`src/rtl/core/swhfr_pkg.sv`:
```
// ----------------------------------------------------------------------------
// swhfr_pkg
// types and constants shared by the single-wire frame receiver
// ----------------------------------------------------------------------------
package swhfr_pkg;

    localparam int FRAME_BITS     = 40;
    localparam int CNT_W          = 6;
    localparam int FIRST_BIT_EDGE = 3;
    localparam int EDGE_SATURATE  = 43;
    localparam logic [7:0]  THRESH_RESET  = 8'd50;
    localparam logic [15:0] TEMP_MAG_MASK = 16'h7FFF;
    localparam logic [15:0] SUM_MASK      = 16'h00FF;

    localparam int APB_DATA_W = 32;
    localparam int APB_ADDR_W = 3;
    localparam logic REG_THRESHOLD = 1'b0;

    typedef enum logic [1:0] {
        OP_TRIGGER = 2'd0,
        OP_EDGE    = 2'd1,
        OP_TIMEOUT = 2'd2
    } t_opcode;

    typedef enum logic [2:0] {
        ST_TRIG_OK   = 3'd0,
        ST_TRIG_BUSY = 3'd1,
        ST_EDGE      = 3'd2,
        ST_GOOD      = 3'd3,
        ST_CRC_ERR   = 3'd4,
        ST_TO_ABORT  = 3'd5,
        ST_TO_IDLE   = 3'd6
    } t_status;

    typedef struct packed {
        logic [1:0]  opcode;
        logic        pin_level;
        logic [31:0] time_us;
    } t_in_item;

    typedef struct packed {
        logic [2:0]         status;
        logic               busy_res;
        logic [15:0]        humidity_tenths;
        logic signed [15:0] temperature_tenths;
        logic [5:0]         edges_seen;
    } t_out_item;

    typedef struct packed {
        logic        good;
        logic [15:0] humidity;
        logic [15:0] temperature;
    } t_dec;

endpackage

```
`src/rtl/core/swhfr_apb_regs.sv`:
```
// ----------------------------------------------------------------------------
// swhfr_apb_regs
// apb register file holding the bit threshold
// ----------------------------------------------------------------------------
module swhfr_apb_regs (
    input  logic                           i_clk,
    input  logic                           i_rst_n,
    input  logic                           psel,
    input  logic                           penable,
    input  logic                           pwrite,
    input  logic [swhfr_pkg::APB_ADDR_W-1:0] paddr,
    input  logic [swhfr_pkg::APB_DATA_W-1:0] pwdata,
    output logic [swhfr_pkg::APB_DATA_W-1:0] prdata,
    output logic                           pready,
    output logic [7:0]                     o_threshold
);
    import swhfr_pkg::*;

    logic [7:0] r_threshold;
    logic       wr_en;

    assign pready = 1'b1;
    assign wr_en  = psel && penable && pwrite && (paddr[2] == REG_THRESHOLD);

    always_ff @(posedge i_clk) begin
        if (!i_rst_n) begin
            r_threshold <= THRESH_RESET;
        end else if (wr_en) begin
            r_threshold <= pwdata[7:0];
        end
    end

    always_comb begin
        prdata = '0;
        if (paddr[2] == REG_THRESHOLD) begin
            prdata = {{(APB_DATA_W-8){1'b0}}, r_threshold};
        end
    end

    assign o_threshold = r_threshold;

endmodule

```
`src/rtl/core/swhfr_frame_dec.sv`:
```
// ----------------------------------------------------------------------------
// swhfr_frame_dec
// splits a 40-bit frame into humidity, signed temperature and checksum check
// ----------------------------------------------------------------------------
module swhfr_frame_dec (
    input  logic [swhfr_pkg::FRAME_BITS-1:0] i_frame,
    output swhfr_pkg::t_dec                  o_dec
);
    import swhfr_pkg::*;

    logic [7:0]  b0, b1, b2, b3, b4;
    logic [9:0]  sum;
    logic [15:0] raw_t;
    logic [15:0] mag;

    always_comb begin
        b0    = i_frame[39:32];
        b1    = i_frame[31:24];
        b2    = i_frame[23:16];
        b3    = i_frame[15:8];
        b4    = i_frame[7:0];
        sum   = 10'(b0) + 10'(b1) + 10'(b2) + 10'(b3);
        raw_t = {b2, b3};
        mag   = raw_t & TEMP_MAG_MASK;
        o_dec.good        = ({8'd0, b4} == ({6'd0, sum} & SUM_MASK));
        o_dec.humidity    = {b0, b1};
        o_dec.temperature = b2[7] ? (16'd0 - mag) : mag;
    end

endmodule

```
`src/rtl/core/swhfr_event_core.sv`:
```
// ----------------------------------------------------------------------------
// swhfr_event_core
// read state and per-event update: trigger, timeout, edge timing, bit shift, decode
// ----------------------------------------------------------------------------
module swhfr_event_core #(
    parameter int TIME_WIDTH = 32
) (
    input  logic                 i_clk,
    input  logic                 i_rst_n,
    input  logic                 i_fire,
    input  swhfr_pkg::t_in_item  i_item,
    input  logic [7:0]           i_threshold,
    output swhfr_pkg::t_out_item o_result
);
    import swhfr_pkg::*;

    logic                  r_busy, n_busy;
    logic [CNT_W-1:0]      r_cnt, n_cnt;
    logic [TIME_WIDTH-1:0] r_last, n_last;
    logic [FRAME_BITS-1:0] r_frame, n_frame;
    logic [15:0]           r_hum, n_hum;
    logic [15:0]           r_temp, n_temp;

    logic [TIME_WIDTH-1:0] now;
    logic [TIME_WIDTH-1:0] elapsed;
    logic                  bit_val;
    logic                  in_window;
    logic [FRAME_BITS-1:0] shifted;
    t_dec                  dec;
    t_status               status;

    assign now       = TIME_WIDTH'(i_item.time_us);
    assign elapsed   = now - r_last;
    assign bit_val   = elapsed > TIME_WIDTH'(i_threshold);
    assign in_window = (r_cnt >= CNT_W'(FIRST_BIT_EDGE)) && (r_cnt < CNT_W'(EDGE_SATURATE));
    assign shifted   = {r_frame[FRAME_BITS-2:0], bit_val};

    swhfr_frame_dec u_dec (
        .i_frame (shifted),
        .o_dec   (dec)
    );

    always_comb begin
        n_busy  = r_busy;
        n_cnt   = r_cnt;
        n_last  = r_last;
        n_frame = r_frame;
        n_hum   = r_hum;
        n_temp  = r_temp;
        status  = ST_TO_IDLE;
        case (i_item.opcode)
            OP_TRIGGER: begin
                if (r_busy) begin
                    status = ST_TRIG_BUSY;
                end else begin
                    n_cnt  = '0;
                    n_busy = 1'b1;
                    n_last = now;
                    status = ST_TRIG_OK;
                end
            end
            OP_EDGE: begin
                status = ST_EDGE;
                if (!i_item.pin_level) begin
                    if (in_window) begin
                        n_frame = shifted;
                        if (r_cnt == CNT_W'(EDGE_SATURATE - 1)) begin
                            n_busy = 1'b0;
                            if (dec.good) begin
                                n_hum  = dec.humidity;
                                n_temp = dec.temperature;
                                status = ST_GOOD;
                            end else begin
                                status = ST_CRC_ERR;
                            end
                        end
                    end
                    if (r_cnt < CNT_W'(EDGE_SATURATE)) begin
                        n_cnt = r_cnt + 1'b1;
                    end
                end
                n_last = now;
            end
            OP_TIMEOUT: begin
                if (r_busy) begin
                    n_busy = 1'b0;
                    status = ST_TO_ABORT;
                end
            end
            default: begin
                status = ST_TO_IDLE;
            end
        endcase
        o_result.status             = status;
        o_result.busy_res           = n_busy;
        o_result.humidity_tenths    = n_hum;
        o_result.temperature_tenths = n_temp;
        o_result.edges_seen         = n_cnt;
    end

    always_ff @(posedge i_clk) begin
        if (!i_rst_n) begin
            r_busy  <= 1'b0;
            r_cnt   <= '0;
            r_last  <= '0;
            r_frame <= '0;
            r_hum   <= '0;
            r_temp  <= '0;
        end else if (i_fire) begin
            r_busy  <= n_busy;
            r_cnt   <= n_cnt;
            r_last  <= n_last;
            r_frame <= n_frame;
            r_hum   <= n_hum;
            r_temp  <= n_temp;
        end
    end

`ifndef SYNTHESIS
    a_cnt_saturates: assert property (@(posedge i_clk) disable iff (!i_rst_n)
        r_cnt <= CNT_W'(EDGE_SATURATE))
        else $error("falling edge count past saturation");

    a_trigger_starts: assert property (@(posedge i_clk) disable iff (!i_rst_n)
        i_fire && (i_item.opcode == OP_TRIGGER) && !r_busy |=> r_busy && (r_cnt == '0))
        else $error("accepted trigger did not start a read");

    a_timeout_ends: assert property (@(posedge i_clk) disable iff (!i_rst_n)
        i_fire && (i_item.opcode == OP_TIMEOUT) |=> !r_busy)
        else $error("timeout left the read busy");

    a_decode_ends: assert property (@(posedge i_clk) disable iff (!i_rst_n)
        i_fire && (i_item.opcode == OP_EDGE) && !i_item.pin_level
        && (r_cnt == CNT_W'(EDGE_SATURATE - 1)) |=> !r_busy && (r_cnt == CNT_W'(EDGE_SATURATE)))
        else $error("last frame edge did not end the read");
`endif

endmodule

```
`src/rtl/core/single_wire_humidity_frame_receiver_core.sv`:
```
// ----------------------------------------------------------------------------
// single_wire_humidity_frame_receiver_core
// rebuilds a 40-bit humidity/temperature frame from timestamped pin events
//
// channel   dir  handshake            payload
// in        in   i_in_valid/o_in_stall   t_in_item  (opcode, pin_level, time_us)
// out       out  o_out_valid/i_out_stall t_out_item (status .. edges_seen)
// cfg       in   apb psel/penable        bit_threshold_us at byte address 0
//
// one event per cycle sustained while the output does not stall;
// an input register feeds the event logic, which writes state and the result
// register in the same edge
// synchronous active-low reset clears state, threshold returns to 50
// output stall holds the result and backs up into the input register
// ----------------------------------------------------------------------------
module single_wire_humidity_frame_receiver_core #(
    parameter int TIME_WIDTH = 32
) (
    input  logic                             i_clk,
    input  logic                             i_rst_n,
    input  logic                             i_in_valid,
    output logic                             o_in_stall,
    input  swhfr_pkg::t_in_item              i_in_item,
    output logic                             o_out_valid,
    input  logic                             i_out_stall,
    output swhfr_pkg::t_out_item             o_out_item,
    input  logic                             psel,
    input  logic                             penable,
    input  logic                             pwrite,
    input  logic [swhfr_pkg::APB_ADDR_W-1:0] paddr,
    input  logic [swhfr_pkg::APB_DATA_W-1:0] pwdata,
    output logic [swhfr_pkg::APB_DATA_W-1:0] prdata,
    output logic                             pready
);
    import swhfr_pkg::*;

    logic       r_in_valid;
    t_in_item   r_in_item;
    logic       r_out_valid;
    t_out_item  r_out_item;
    t_out_item  result;
    logic [7:0] threshold;
    logic       fire;
    logic       in_xfer;

    assign fire        = r_in_valid && (!r_out_valid || !i_out_stall);
    assign o_in_stall  = r_in_valid && !fire;
    assign in_xfer     = i_in_valid && !o_in_stall;
    assign o_out_valid = r_out_valid;
    assign o_out_item  = r_out_item;

    swhfr_apb_regs u_regs (
        .i_clk       (i_clk),
        .i_rst_n     (i_rst_n),
        .psel        (psel),
        .penable     (penable),
        .pwrite      (pwrite),
        .paddr       (paddr),
        .pwdata      (pwdata),
        .prdata      (prdata),
        .pready      (pready),
        .o_threshold (threshold)
    );

    swhfr_event_core #(
        .TIME_WIDTH (TIME_WIDTH)
    ) u_core (
        .i_clk       (i_clk),
        .i_rst_n     (i_rst_n),
        .i_fire      (fire),
        .i_item      (r_in_item),
        .i_threshold (threshold),
        .o_result    (result)
    );

    always_ff @(posedge i_clk) begin
        if (!i_rst_n) begin
            r_in_valid  <= 1'b0;
            r_out_valid <= 1'b0;
        end else begin
            if (in_xfer) begin
                r_in_valid <= 1'b1;
            end else if (fire) begin
                r_in_valid <= 1'b0;
            end
            if (fire) begin
                r_out_valid <= 1'b1;
            end else if (!i_out_stall) begin
                r_out_valid <= 1'b0;
            end
        end
    end

    always_ff @(posedge i_clk) begin
        if (in_xfer) begin
            r_in_item <= i_in_item;
        end
        if (fire) begin
            r_out_item <= result;
        end
    end

endmodule

```
`config.mk`:
```
export PLATFORM = sky130hd
export DESIGN_NAME = single_wire_humidity_frame_receiver_core
export DESIGN_NICKNAME = d
export VERILOG_FILES = /design/src/rtl/core/swhfr_pkg.sv /design/src/rtl/core/swhfr_apb_regs.sv /design/src/rtl/core/swhfr_frame_dec.sv /design/src/rtl/core/swhfr_event_core.sv /design/src/rtl/core/single_wire_humidity_frame_receiver_core.sv
export SDC_FILE = /design/constraint.sdc
export NUM_CORES = 1
export LEC_CHECK = 0
export BUFFER_PORTS_ARGS = -buffer_cell sky130_fd_sc_hd__buf_2
export CAP_MARGIN = 20
export CORE_ASPECT_RATIO = 1.4
export CORE_MARGIN = 10
export CORE_UTILIZATION = 55
export CTS_CLUSTER_SIZE = 24
export DETAILED_ROUTE_END_ITERATION = 16
export PLACE_DENSITY = 0.75
export SYNTH_ARGS = -nofsm -noshare
export SYNTH_HDL_FRONTEND = slang
export SYNTH_SLANG_ARGS = --single-unit
```
`constraint.sdc`:
```
create_clock -name i_clk -period 6.3 [get_ports i_clk]
set_clock_uncertainty 0.1 [all_clocks]
set_input_delay 0.63 -clock i_clk [delete_from_list [all_inputs] [get_ports i_clk]]
set_output_delay 0.63 -clock i_clk [all_outputs]
set_load 0.005 [all_outputs]
```
# After elaboration in Yosys (flattened, before gate mapping)
# Cells that the tools add are included.
[word_totals]
regBits = 197
input_bits = 77
out_inout_bits = 77
wordCells = 84
[op_classes]
addsub = 6
order_cmp = 3
eq_ne = 6
mux = 33
n_bitwise = 2
reduce_logical = 17
[op_table]
columns = ["op", "n"]
rows = [
  ["two-way mux 16 bit", 11],
  ["case mux 32 bit (2 select lines)", 1],
  ["greater-than comparator 32 x 8 -> 1 bit", 1],
  ["two-way mux 32 bit", 1],
  ["subtractor 32 bit", 1],
  ["adder 8 bit", 3],
  ["two-way mux 6 bit", 3],
  ["subtractor 1 x 15 -> 16 bit (first input constant)", 1],
  ["two-way mux 3 bit", 4],
  ["case mux 6 bit (2 select lines)", 1],
  ["case mux 3 bit (3 select lines)", 1],
  ["== test 8 bit", 1],
  ["two-way mux 1 bit", 8],
  ["two-way mux 8 bit", 1],
  ["logical AND 1 bit", 7],
  ["adder 6 x 1 -> 6 bit (second input constant)", 1],
  ["== test 6 bit (second input constant)", 1],
  [">= comparator 6 x 2 -> 1 bit (second input constant)", 1],
  ["less-than comparator 6 bit (second input constant)", 1],
  ["zero test 1 bit", 4],
  ["AND reduction 4 bit", 1],
  ["nonzero test 2 bit", 2],
  ["case mux 1 bit (3 select lines)", 1],
  ["AND reduction 3 bit", 1],
  ["other kinds (8)", 9],
]

# Depth between registers and ports, before layout
[depth]
word_depth = 9
depth_mapped = 21
depth_no_buf = 19

# By module
# From an unflattened synthesis, not the netlist that was laid out.
[unflattened]
cells_unflattened = 1123
hier_area_um2 = 10898.0
[modules_own_cells]
columns = ["mod", "n_inst", "cells_each", "area_per_inst_um2", "seq_area_each_um2"]
rows = [
  ["swhfr_event_core", 1, 842, 6795.3, 2202.1],
  ["single_wire_humidity_frame_receiver_core", 1, 85, 2396.0, 2352.3],
  ["swhfr_frame_dec", 1, 126, 1101.1, 0.0],
  ["swhfr_apb_regs", 1, 70, 605.6, 160.2],
]

# Worst setup path before layout
# OpenSTA, ideal clock, no wires.
[synth_timing]
kind = "reg-to-reg"
start = "register u_core.r_frame[16]"
end = "register r_out_item, in the netlist o_out_item[10], data pin"
setup_ns = 0.262
arrival_ns = 4.323
required_time_ns = 5.938
setup_slack_ns = 1.614
path_stages_with_launch = 17
path_buffers = 1
period_less_slack_ns = 4.686
cell_sequence = "dfxtp_1 -> fa_1 -> fa_1 -> ha_1 -> inv_1 -> fa_1 -> inv_1 -> a21oi_1 -> o21ai_0 -> a21o_1 -> a21o_1 -> xnor2_1 -> nand4_1 -> or4_1 -> mux2i_1 -> buf_2 -> mux2_1"
[synth_rtl]
columns = ["item", "line_no", "source"]
rows = [
  ["from (decl)", "swhfr_event_core.sv:20", "logic [FRAME_BITS-1:0] r_frame, n_frame;"],
  ["from (signal assigned)", "swhfr_event_core.sv:113", "r_frame <= n_frame;"],
  ["to (signal assigned)", "single_wire_humidity_frame_receiver_core.sv:99", "r_out_item <= result;"],
  ["to (decl)", "single_wire_humidity_frame_receiver_core.sv:40", "t_out_item r_out_item;"],
]

==> results.sh <==
export IMPL_synth_most_common_cell="nand2_1"
export IMPL_overflow=0
export IMPL_dpl_cell_area_um2=11600
export IMPL_crit_path_end_kind="flop"
export IMPL_internal_power_mw=2.13
export IMPL_antenna_found_initial=0
export IMPL_slew_headroom_pct=23.6
export IMPL_outcome="finished, final reports clean"
export IMPL_ff2ff_setup_slack_ps=900
export IMPL_fin_crit_sh_pct=85.6
export IMPL_final_area_um2=12300
export IMPL_viasPerCell=5.57
export IMPL_combPwrFrac_pct=11.8
export IMPL_post_synth_num_cell_types=68
export IMPL_netlist_area_um2=11000
export IMPL_clockRootBuffer="clkbuf_16"
export IMPL_swShare_pct=25.3
export IMPL_cts_htree_levels=4
export IMPL_ir_worst_vdd_mv=0.202
export IMPL_clk_latency_ps=440
export IMPL_whs_ps=256
export IMPL_hold_violations=0
export IMPL_fin_tns_setup_ps=0
export IMPL_grt_pass1_vias=8633
export IMPL_clockBufferDepth=2
export IMPL_cap_violations=0
export IMPL_clkSinkCount=197
export IMPL_fin_crit_ps=5400
export IMPL_layout_nets=1409
export IMPL_ant_nets=0
export IMPL_first_pass_iters=5
export IMPL_gr_usage_all_layers_pct=19.9
export IMPL_place_gp_congestion=0.902
export IMPL_ys_ff_latch=197
export IMPL_initial_core_util_pct=55.7
export IMPL_die_y_um=188
export IMPL_clk_pin_slew_worst_paths_ps=70
export IMPL_cts_resized=0
export IMPL_rsz0062_at_grt="false"
export IMPL_required_ps=6400
export IMPL_r2r_start="r_in_item[4]"
export IMPL_grt_max_degree=127
export IMPL_yosys_area_top_type_share_pct=21.7
export IMPL_min_path_type="in2reg"
export IMPL_rows=61
export IMPL_ys_seq_area_share_pct=42.7
export IMPL_arrival_ps=5490
export IMPL_dp_hpwl_um=18900
export IMPL_yosys_top_cells_count="nand2_1, dfxtp_1, a21boi_0, edfxtp_1, inv_1"
export IMPL_post_cts_buffers=0
export IMPL_async_flop_share_pct=0
export IMPL_p_sw_mw=0.721
export IMPL_dr_total_vias=8541
export IMPL_antenna_cells=0
export IMPL_core_um2=19800
export IMPL_synth_ff_type="dfxtp_1"
export IMPL_pre_cts_ws_ps=874
export IMPL_grt_first_pass_wirelength_um=43200
export IMPL_syn_to_final_growth_pct=11.0
export IMPL_power_frac_clock_pct=39.6
export IMPL_crit_start="r_in_item[4]"
export IMPL_powerDensity_nw_per_um2=232
export IMPL_dieArea_um2=26200
export IMPL_synth_edf_count=77
export IMPL_synthTopCellsByArea="dfxtp_1, edfxtp_1, nand2_1"
export IMPL_p_leak_nw=4.70
export IMPL_cp_endpoint="o_out_item[18]"
export IMPL_drt_iter0_markers=402
export IMPL_synth_cells=1201
export IMPL_power_mw=2.85
export IMPL_portBuffers=102
export IMPL_fillers=1689
export IMPL_setup_ws_ps=904
export IMPL_seq_power_share_pct=48.6
export IMPL_cts_hold_buf=0
export IMPL_startpoint_type="flop"
export IMPL_cts_buffers=17
export IMPL_drt_wl_total_um=26200
export IMPL_fmax_mhz=185
export IMPL_synth_area_per_cell_um2=9.20
export IMPL_synth_top_cell_by_area="dfxtp_1"
export IMPL_critPathKind="reg2reg"
export IMPL_drive_above_1_share_pct=12.5
export IMPL_worstMarginPinSlew_ps=1120
export IMPL_drcViolationCount=0
export IMPL_r2r_cells=19
export IMPL_yosys_warnings=0
export IMPL_cts_tree="built"
export IMPL_io_pins=154
export IMPL_regToRegEndpoint="o_out_item[18]"
export IMPL_fp_dieW_um=140
export IMPL_report_final_slew_viol_count=0
export IMPL_crit_path_max_fanout=33
export IMPL_wl_per_cell_um=17.1
export IMPL_setup_viol=0
-- final cells by class --
class / instances / area, µm² / area share, %
repair buffers: 111 / 626 / 5.10
clock inverters: 10 / 104 / 0.847
clock buffers: 22 / 518 / 4.22
inverters: 60 / 225 / 1.84
flip-flops and latches: 197 / 4710 / 38.4
well taps: 252 / 315 / 2.57
multi-input cells: 881 / 5760 / 47.0
-- registers in the layout (all words and copies together) (netlist names) --
register / count
u_regs.o_threshold: 8
u_core.r_hum: 16
u_core.r_cnt: 6
u_core.r_frame: 39
o_out_item: 42
o_out_valid: 1
r_in_item: 35
u_core.r_busy: 1
u_core.r_last: 32
r_in_valid: 1
u_core.r_temp: 16
-- power by group through the flow --
stage / combinational (mW) / clock (mW) / sequential, mW
floorplan: 0.240 / 0 / 1.41
global placement: 0.326 / 0 / 1.41
detailed placement: 0.328 / 0 / 1.41
CTS: 0.331 / 1.15 / 1.38
global route: 0.375 / 1.20 / 1.39
finish: 0.336 / 1.13 / 1.38
-- cells in the final DEF, fill, tap and decap left out, types with 6 or more instances in the layout --
cell	count
and2_1	7
o211ai_1	12
mux2i_1	36
nand3_1	12
a21oi_1	42
dfxtp_1	120
buf_2	101
nor2b_1	9
nor3b_1	7
nand2b_1	9
o21a_1	9
mux2_1	29
a21boi_0	78
a211oi_1	7
clkbuf_16	20
o22ai_1	6
nand4_1	14
a21o_1	15
o21ai_0	33
conb_1	25
edfxtp_1	77
nor4_1	6
nor2_1	54
xor2_1	8
nand2_1	272
or3_1	8
xnor2_1	37
buf_4	7
ha_1	49
nor3_1	12
fa_1	15
inv_1	59
-- per-layer routing --
layer  wire length (µm)  vias up  global-route usage [%]
met4                991        0                    9.59
met5                  0        -                       0
met3                778       52                    3.72
met1               9950     4114                    20.2
li1                   -     4237                       -
met2              14500      138                    37.7
-- worst max-delay path, stage by stage (launching register included) --
cell	delay, ps
edfxtp_1	400
ha_1	400
a21o_1	230
a31oi_1	370
nand2_1	180
nand3_1	130
nand2_1	60
xor2_1	150
ha_1	320
nand4_1	120
nor2_1	150
a211oi_1	60
nor3_1	300
nand4_1	140
nor4_1	190
o2111ai_1	200
nor4_4	510
mux2i_4	300
buf_4	430
mux2_2	390
-- through the flow --
stage	util (%)	cells
final	61.8	1533
after global routing	61.8	1533
after CTS	61.6	1531
after detailed placement	58.4	1499
after global placement	58.4	1499
after floorplan	-	1224
-- worst min-delay path by stage --
stage                           startpoint               end  slack (ps)  cells after the start
after floorplan            u_core.r_hum[0]   u_core.r_hum[0]         330                      2
after global placement    u_core.r_temp[0]  u_core.r_temp[0]         340                      2
after detailed placement  u_core.r_hum[15]  u_core.r_hum[15]         350                      2
after CTS                     i_in_item[2]      r_in_item[2]         240                      1
after global routing          i_in_item[2]      r_in_item[2]         240                      1
final                        i_in_item[29]     r_in_item[29]         260                      1
-- kinds of logic (layout without fill, tap and decap cells) --
group / count (synthesis) / after routing / synth area share [%]
adder cells (fa/ha/maj): 64 / 64 / 8.27
AO/OA/AOI/OAI: 246 / 246 / 15.4
buffers and inverters: 146 / 203 / 6.13
multiplexers: 71 / 71 / 6.82
XOR/XNOR: 45 / 45 / 3.57
AND/OR/NAND/NOR: 430 / 430 / 17.1
other: 2 / 25 / 0.0680
flip-flops: 197 / 197 / 42.7
(Power assumes the default switching activity.)
